$ cat config.mk
export PLATFORM = sky130hd
export DESIGN_NAME = electron_rho_corrected_isolation_top
export DESIGN_NICKNAME = d
export VERILOG_FILES = /design/src/rtl/erci_pkg.sv /design/src/rtl/erci_front.sv /design/src/rtl/erci_div_stage.sv /design/src/rtl/electron_rho_corrected_isolation_top.sv
export SDC_FILE = /design/constraint.sdc
export NUM_CORES = 2
export LEC_CHECK = 0
export BUFFER_PORTS_ARGS = -buffer_cell sky130_fd_sc_hd__buf_2
export CORE_UTILIZATION = 40
export CTS_BUF_LIST = sky130_fd_sc_hd__clkbuf_4 sky130_fd_sc_hd__clkbuf_8
export DETAILED_ROUTE_END_ITERATION = 10
export HOLD_SLACK_MARGIN = 0.06
export PLACE_DENSITY = 0.64
export SYNTH_ARGS = -nofsm -noshare
export SYNTH_HDL_FRONTEND = slang
export SYNTH_SLANG_ARGS = --single-unit
$ cat constraint.sdc
create_clock -name clk -period 11.15 [get_ports clk]
set_clock_uncertainty 0.05 [all_clocks]
set_input_delay 2.23 -clock clk [delete_from_list [all_inputs] [get_ports clk]]
set_output_delay 2.23 -clock clk [all_outputs]
set_load 0.05 [all_outputs]
$ cat src/rtl/erci_pkg.sv
// types, constants and area lookup for the rho corrected isolation pipeline
package erci_pkg;

  localparam int NUM_BINS  = 7;
  localparam int QUO_W     = 16;
  localparam int NUM_W     = 28;
  localparam int DEN_W     = 26;
  localparam int DIV_STEPS = 2;
  localparam int DIV_STAGES = QUO_W / DIV_STEPS;
  localparam int FRONT_STAGES = 4;

  localparam logic [1:0] REG_CONE = 2'd0;
  localparam logic [1:0] REG_2012 = 2'd1;
  localparam logic [1:0] REG_SIM  = 2'd2;

  typedef logic [12:0] edge_tab_t [0:NUM_BINS-2];
  typedef logic [7:0]  area_tab_t [0:NUM_BINS-1];

  localparam edge_tab_t ETA_EDGES = '{13'd1000, 13'd1479, 13'd2000, 13'd2200,
                                      13'd2300, 13'd2400};
  localparam area_tab_t AREA_2012 = '{8'd130, 8'd140, 8'd70, 8'd90, 8'd110,
                                      8'd110, 8'd140};
  localparam area_tab_t AREA_SIM  = '{8'd110, 8'd130, 8'd89, 8'd130, 8'd150,
                                      8'd160, 8'd190};
  localparam area_tab_t AREA_DAT  = '{8'd100, 8'd120, 8'd85, 8'd110, 8'd120,
                                      8'd120, 8'd130};

  typedef struct packed {
    logic cone;
    logic y2012;
    logic sim;
  } cfg_t;

  typedef struct packed {
    logic [15:0]        rho;
    logic signed [12:0] eta;
    logic [15:0]        pt;
    logic [15:0]        photon;
    logic [15:0]        neutral;
    logic [15:0]        charged;
  } item_t;

  typedef struct packed {
    logic [DEN_W-1:0] rem;
    logic [3:0]       nbits;
    logic [DEN_W-1:0] den;
    logic [QUO_W-1:0] quo;
    logic             sat;
    logic             zero;
  } div_t;

  function automatic logic [12:0] abs_eta(input logic signed [12:0] e);
    logic [12:0] r;
    r = e[12] ? 13'(~e + 13'sd1) : 13'(e);
    return r;
  endfunction

  function automatic logic [7:0] area_lookup(input logic [12:0] ae, input cfg_t cfg);
    logic [2:0] bin;
    logic [7:0] a;
    bin = '0;
    for (int i = 0; i < NUM_BINS - 1; i++) begin
      if (ae >= ETA_EDGES[i]) bin = 3'(i + 1);
    end
    if (!cfg.cone) a = '0;
    else if (cfg.y2012) a = AREA_2012[bin];
    else if (cfg.sim) a = AREA_SIM[bin];
    else a = AREA_DAT[bin];
    return a;
  endfunction

endpackage

$ cat src/rtl/erci_front.sv
// front stages: area lookup, scaling products, numerator and range check
module erci_front (
  input  logic                                  clk,
  input  logic [erci_pkg::FRONT_STAGES-1:0]     load,
  input  erci_pkg::item_t                       din,
  input  erci_pkg::cfg_t                        cfg,
  output erci_pkg::div_t                        dout
);
  import erci_pkg::*;

  typedef struct packed {
    logic [15:0] charged;
    logic [16:0] np;
    logic [15:0] rho;
    logic [7:0]  area;
    logic [15:0] pt;
    logic        zero;
  } st0_t;

  typedef struct packed {
    logic [25:0]      chg_k;
    logic [26:0]      pos_k;
    logic [23:0]      sub;
    logic [DEN_W-1:0] den;
    logic             zero;
  } st1_t;

  typedef struct packed {
    logic [NUM_W-1:0] num;
    logic [DEN_W-1:0] den;
    logic             zero;
  } st2_t;

  st0_t s0;
  st1_t s1;
  st2_t s2;
  logic [26:0] diff;

  always_ff @(posedge clk) begin
    if (load[0]) begin
      s0.charged <= din.charged;
      s0.np      <= {1'b0, din.neutral} + {1'b0, din.photon};
      s0.rho     <= din.rho;
      s0.area    <= area_lookup(abs_eta(din.eta), cfg);
      s0.pt      <= din.pt;
      s0.zero    <= (din.pt == 16'd0);
    end
  end

  always_ff @(posedge clk) begin
    if (load[1]) begin
      s1.chg_k <= {10'd0, s0.charged} * 26'd1000;
      s1.pos_k <= {10'd0, s0.np} * 27'd1000;
      s1.sub   <= {8'd0, s0.rho} * {16'd0, s0.area};
      s1.den   <= {10'd0, s0.pt} * 26'd1000;
      s1.zero  <= s0.zero;
    end
  end

  assign diff = s1.pos_k - {3'd0, s1.sub};

  always_ff @(posedge clk) begin
    if (load[2]) begin
      s2.num  <= {2'd0, s1.chg_k} + ((s1.pos_k > {3'd0, s1.sub}) ? {1'b0, diff} : '0);
      s2.den  <= s1.den;
      s2.zero <= s1.zero;
    end
  end

  always_ff @(posedge clk) begin
    if (load[3]) begin
      dout.rem   <= {2'd0, s2.num[NUM_W-1:4]};
      dout.nbits <= s2.num[3:0];
      dout.den   <= s2.den;
      dout.quo   <= '0;
      dout.sat   <= !s2.zero && ({2'd0, s2.num} >= {s2.den, 4'd0});
      dout.zero  <= s2.zero;
    end
  end

endmodule

$ cat src/rtl/erci_div_stage.sv
// one divider stage, resolves two quotient bits by restoring division
module erci_div_stage (
  input  logic           clk,
  input  logic           load,
  input  erci_pkg::div_t din,
  output erci_pkg::div_t dout
);
  import erci_pkg::*;

  div_t nxt;
  logic [DEN_W:0] trial;
  logic [DEN_W:0] diff;

  always_comb begin
    nxt   = din;
    trial = '0;
    diff  = '0;
    for (int s = 0; s < DIV_STEPS; s++) begin
      trial     = {nxt.rem, nxt.nbits[3]};
      nxt.nbits = {nxt.nbits[2:0], 1'b0};
      diff      = trial - {1'b0, nxt.den};
      if (trial >= {1'b0, nxt.den}) begin
        nxt.rem = diff[DEN_W-1:0];
        nxt.quo = {nxt.quo[QUO_W-2:0], 1'b1};
      end else begin
        nxt.rem = trial[DEN_W-1:0];
        nxt.quo = {nxt.quo[QUO_W-2:0], 1'b0};
      end
    end
  end

  always_ff @(posedge clk) begin
    if (load) dout <= nxt;
  end

endmodule

$ cat src/rtl/electron_rho_corrected_isolation_top.sv
// throughput: one item per cycle while m_tready is high, each stage advances on its own when downstream has room
// the depth is set by 4 front stages and 8 divider stages of 2 quotient bits each
// reset: synchronous, clears all valid bits and loads register defaults cone 1, 2012 1, sim 0
module electron_rho_corrected_isolation_top (
  input  logic        clk,
  input  logic        rst,
  input  logic        s_tvalid,
  output logic        s_tready,
  input  logic [95:0] s_tdata,   // charged_iso, neutral_iso, photon_iso,
                                 // transverse_momentum, cluster_eta, event_density, pad
  output logic        m_tvalid,
  input  logic        m_tready,
  output logic [15:0] m_tdata,   // relative_iso
  output logic [1:0]  m_tuser,   // saturated, zero_momentum
  input  logic        cfg_valid,
  output logic        cfg_ready,
  input  logic [1:0]  cfg_index,
  input  logic        cfg_data
);
  import erci_pkg::*;

  localparam int NS = FRONT_STAGES + DIV_STAGES;

  cfg_t            cfg;
  item_t           item;
  logic [NS-1:0]   vld;
  logic [NS:0]     rdy;
  logic [NS-1:0]   vin;
  logic [NS-1:0]   ld;
  div_t            dv [0:DIV_STAGES];

  assign cfg_ready = 1'b1;

  always_ff @(posedge clk) begin
    if (rst) begin
      cfg <= '{cone: 1'b1, y2012: 1'b1, sim: 1'b0};
    end else if (cfg_valid) begin
      unique case (cfg_index)
        REG_CONE: cfg.cone  <= cfg_data;
        REG_2012: cfg.y2012 <= cfg_data;
        REG_SIM:  cfg.sim   <= cfg_data;
        default: ;
      endcase
    end
  end

  assign item.charged = s_tdata[15:0];
  assign item.neutral = s_tdata[31:16];
  assign item.photon  = s_tdata[47:32];
  assign item.pt      = s_tdata[63:48];
  assign item.eta     = s_tdata[76:64];
  assign item.rho     = s_tdata[92:77];

  always_comb begin
    rdy[NS] = m_tready;
    for (int k = NS - 1; k >= 0; k--) begin
      rdy[k] = !vld[k] || rdy[k+1];
    end
  end

  assign vin = {vld[NS-2:0], s_tvalid};
  assign ld  = rdy[NS-1:0] & vin;
  assign s_tready = rdy[0];

  always_ff @(posedge clk) begin
    if (rst) begin
      vld <= '0;
    end else begin
      for (int k = 0; k < NS; k++) begin
        if (rdy[k]) vld[k] <= vin[k];
      end
    end
  end

  erci_front u_front (
    .clk  (clk),
    .load (ld[FRONT_STAGES-1:0]),
    .din  (item),
    .cfg  (cfg),
    .dout (dv[0])
  );

  for (genvar g = 0; g < DIV_STAGES; g++) begin : g_div
    erci_div_stage u_div (
      .clk  (clk),
      .load (ld[FRONT_STAGES+g]),
      .din  (dv[g]),
      .dout (dv[g+1])
    );
  end

  assign m_tvalid = vld[NS-1];
  assign m_tdata  = (dv[DIV_STAGES].zero || dv[DIV_STAGES].sat) ? 16'hFFFF
                                                                 : dv[DIV_STAGES].quo;
  assign m_tuser  = {dv[DIV_STAGES].zero, dv[DIV_STAGES].sat};

endmodule

==> PnR_summary.wiki <==
{| class="wikitable"
! Metric !! Value
|-
| Arrival time reported for the critical path endpoint || 5030 ps
|-
| Synth unique cells || 92
|-
| Multi-input logic area || 34,500 sq um
|-
| CTS Sinks || 708
|-
| Combined global-route utilization of all metal layers || 0.176
|-
| Growth of design area from synthesis to finish || 9.67%
|-
| Clock-pin slew reported for the worst setup and hold paths after clock tree synthesis || 60 ps
|-
| Detail Route Antenna Nets || 0
|-
| First-pass GRT wire length || 210,000 um
|-
| Path category of the worst min-delay check || reg -> reg
|-
| Hold Startpoint || g_div[6].u_div.dout[1]
|-
| Synth warn || 0
|-
| Power per unit of standard cell area || 223 nW/um^2
|-
| Max VDD drop || 0.324 mV
|-
| Syn Inst Count || 5,706
|-
| Net count reported at finish || 6,928
|-
| Critical Path RT || 8870 ps
|-
| # port buffers || 120
|-
| Start-to-end type of the worst setup path || in -> out
|-
| DIE HEIGHT || 385 um
|-
| Clock buffers created by TritonCTS || 130
|-
| Final setup violation count || 0
|-
| FF-to-FF path depth || 22
|-
| Cts hold-fix bufs || 0
|-
| Endpoints failing hold || 0
|-
| Final weighted congestion of routability-driven global placement || 0.916
|-
| EDFF count, synth || 693
|-
| Maximum number of pins on one net before global-route repair || 91
|-
| Critical Path End Type || output port
|-
| Rel. slew slack || 0.220
|-
| Worst reg2reg startpoint || g_div[0].u_div.dout[21]
|-
| Fraction of synthesis flops using an asynchronous set or reset pin || 0
|-
| Std-Cell Core Area || 144,000 sq um
|-
| Count of unresolved DRC violations after routing || 0
|-
| Total die area || 148,000 sq um
|-
| Total power of the final layout || 14.3 mW
|-
| Hold-critical path depth || 0
|-
| Post_cts resized || 0
|-
| Sum of routed wire length over all layers || 131,000 um
|-
| Sum of negative setup slack || 0 ps
|-
| Critical Path Source Type || input pin
|-
| Synthesized net count || 6,734
|-
| Die width || 385 um
|-
| H-Tree Level Count || 4
|-
| Critical Path Fanout Max || 7
|-
| Effective utilization at floorplan || 0.405
|-
| I/O pin count || 125
|-
| Std-Cell Rows || 139
|-
| Setup slack, reg-to-reg || 4090 ps
|-
| Cell Area, Placed || 61,500 sq um
|-
| Final-layout fill cell count || 13,700
|-
| Ys flop type || sky130_fd_sc_hd__edfxtp_1
|-
| # Post-CTS Setup Buffers || 0
|-
| Critical register-to-register path endpoint || g_div[1].u_div.dout[53]
|-
| Number of detailed-routing iterations run before antenna repair || 5
|-
| Root Buffer Master || sky130_fd_sc_hd__clkbuf_8
|-
| Mean cell area of the mapped netlist || 10.3 sq um
|-
| Post-route cell area || 64,200 sq um
|-
| Unrepaired setup endpoints after global routing || false
|-
| 1st-iter DRT viols || 2,175
|-
| Final critical-path setup slack || 3840 ps
|-
| Final min period || 7310 ps
|-
| Sequential fraction of the synthesis area || 0.361
|-
| Average vias per placed instance || 5.28
|-
| Final slew viol count || 0
|-
| Vias post-DR || 41,800
|-
| Worst-skew pair later-pin latency || 860 ps
|-
| Transition time at the pin with the least slew margin || 1170 ps
|-
| Hold endpoint || g_div[7].u_div.dout[1]
|-
| GRT Residual Overflow || 0
|-
| Vias in the first global route || 41,200
|-
| Status || finished clean
|-
| Syn Std Cell Area || 58,500 sq um
|-
| Minimum setup slack after placement || 3730 ps
|-
| Footprint of the flip-flops and latches || 21,100 sq um
|-
| Initial antenna violation count || 7
|-
| Detailed-placement wirelength estimate || 106,000 um
|-
| Portion of the clock cycle consumed by the worst path in the final layout || 0.655
|-
| Layout cell share with drive strength beyond 1 || 0.100
|-
| Leakage || 27.6 nW
|-
| Detail-routed net length per standard cell || 16.6 um
|-
| Max_cap viols || 0
|-
| Highest Clock Rate || 137 MHz
|-
| Clock Tree Buf Depth || 3
|-
| Number of storage elements in the synthesis netlist || 708
|-
| Clock tree from TritonCTS || done
|}
-- metal layers --
metal / wire (um) / GRT usage
met5: 28 / 0
met4: 4150 / 0.0623
met3: 4660 / 0.0275
met2: 65500 / 0.314
met1: 56800 / 0.213
-- synth_stat cells (29+ instances only) --
master                     instances  area, sq um
sky130_fd_sc_hd__a211oi_1         29          218
sky130_fd_sc_hd__a21o_1          181         1360
sky130_fd_sc_hd__a21oi_1         378         1890
sky130_fd_sc_hd__a31oi_1          45          282
sky130_fd_sc_hd__and2_1          105          657
sky130_fd_sc_hd__and3_1           46          288
sky130_fd_sc_hd__clkbuf_1         58          218
sky130_fd_sc_hd__edfxtp_1        693        20800
sky130_fd_sc_hd__fa_1            264         5290
sky130_fd_sc_hd__ha_1            660         8260
sky130_fd_sc_hd__inv_1           722         2710
sky130_fd_sc_hd__mux2_2          170         1910
sky130_fd_sc_hd__nand2_1         335         1260
sky130_fd_sc_hd__nand2b_1         75          469
sky130_fd_sc_hd__nand3_1          95          475
sky130_fd_sc_hd__nand4_1          47          294
sky130_fd_sc_hd__nor2_1          345         1290
sky130_fd_sc_hd__nor2b_1          68          425
sky130_fd_sc_hd__nor3_1           91          455
sky130_fd_sc_hd__nor4_1           32          200
sky130_fd_sc_hd__o21a_1           85          638
sky130_fd_sc_hd__o21ai_0         276         1380
sky130_fd_sc_hd__o21bai_1         52          390
sky130_fd_sc_hd__o31ai_1          32          240
sky130_fd_sc_hd__or3_1            44          275
sky130_fd_sc_hd__xnor2_1         252         2210
sky130_fd_sc_hd__xor2_1          138         1210
-- critical path, stage by stage --
cell	delay [ps]
sky130_fd_sc_hd__buf_2	100
sky130_fd_sc_hd__nor2b_1	480
sky130_fd_sc_hd__and3_1	430
sky130_fd_sc_hd__and3_1	300
sky130_fd_sc_hd__and2_1	320
sky130_fd_sc_hd__and3_1	290
sky130_fd_sc_hd__and2_1	420
sky130_fd_sc_hd__nand4_1	190
sky130_fd_sc_hd__buf_2	260
-- final cells by class --
| class | count | area share |
|---|---|---|
| repair buffers | 147 | 0.0125 |
| clock buffers | 172 | 0.0330 |
| multi-input cells | 4190 | 0.537 |
| diodes | 6 | 0.000234 |
| clock inverters | 58 | 0.00885 |
| well taps | 1903 | 0.0371 |
| flip-flops and latches | 708 | 0.329 |
| inverters | 723 | 0.0423 |
-- report_power, final --
part | internal [mW] | switching, mW
Clock | 1.46 | 1.13
Sequential | 3.67 | 0.224
Combinational | 3.45 | 4.36
Total | 8.59 | 5.72
-- how the worst max path moves through the flow --
stage / from / endpoint / cells after the start
after floorplan: m_tready / u_front.s1[0] / 8
final: m_tready / s_tready / 9
after global routing: m_tready / s_tready / 9
after CTS: m_tready / s_tready / 9
after detailed placement: m_tready / s_tready / 9
after global placement: m_tready / s_tready / 9
-- state kept, by name, indices dropped and copies added, names as in the netlist --
signal and count:
cfg 3, g_div.u_div.dout 419, u_front.dout 53, vld 12, u_front.s0 74, u_front.s1 95, u_front.s2 52
-- kinds of logic after synthesis --
kind of cell / Yosys count / synth area share
other: 1 / 0.0000641
buffers and inverters: 808 / 0.0525
DFF: 708 / 0.361
and+or+nand+nor: 1356 / 0.114
adders and majority gates: 924 / 0.231
muxes: 188 / 0.0358
AOI/OAI and AO/OA: 1331 / 0.147
xor gates and xnor gates: 390 / 0.0584
-- through the flow --
| step | hold slack [ps] | util | cells |
|---|---|---|---|
| 2_1_floorplan | 350 | - | 5706 |
| 3_3_place_gp | 351 | 0.426 | 7671 |
| 3_5_place_dp | 355 | 0.426 | 7671 |
| 4_1_cts | 357 | 0.445 | 7901 |
| 5_1_grt | 370 | 0.445 | 7906 |
| 6_report | 365 | 0.445 | 7907 |
-- cells in the final DEF (no fill, tap or decap), types with 138 or more instances in the layout --
cell                       count
sky130_fd_sc_hd__edfxtp_1    693
sky130_fd_sc_hd__nor2_1      345
sky130_fd_sc_hd__fa_1        264
sky130_fd_sc_hd__o21ai_0     276
sky130_fd_sc_hd__inv_1       722
sky130_fd_sc_hd__a21o_1      181
sky130_fd_sc_hd__xnor2_1     252
sky130_fd_sc_hd__xor2_1      138
sky130_fd_sc_hd__mux2_2      170
sky130_fd_sc_hd__ha_1        660
sky130_fd_sc_hd__nand2_1     335
sky130_fd_sc_hd__a21oi_1     377
Power figures use the tool's default switching activity.
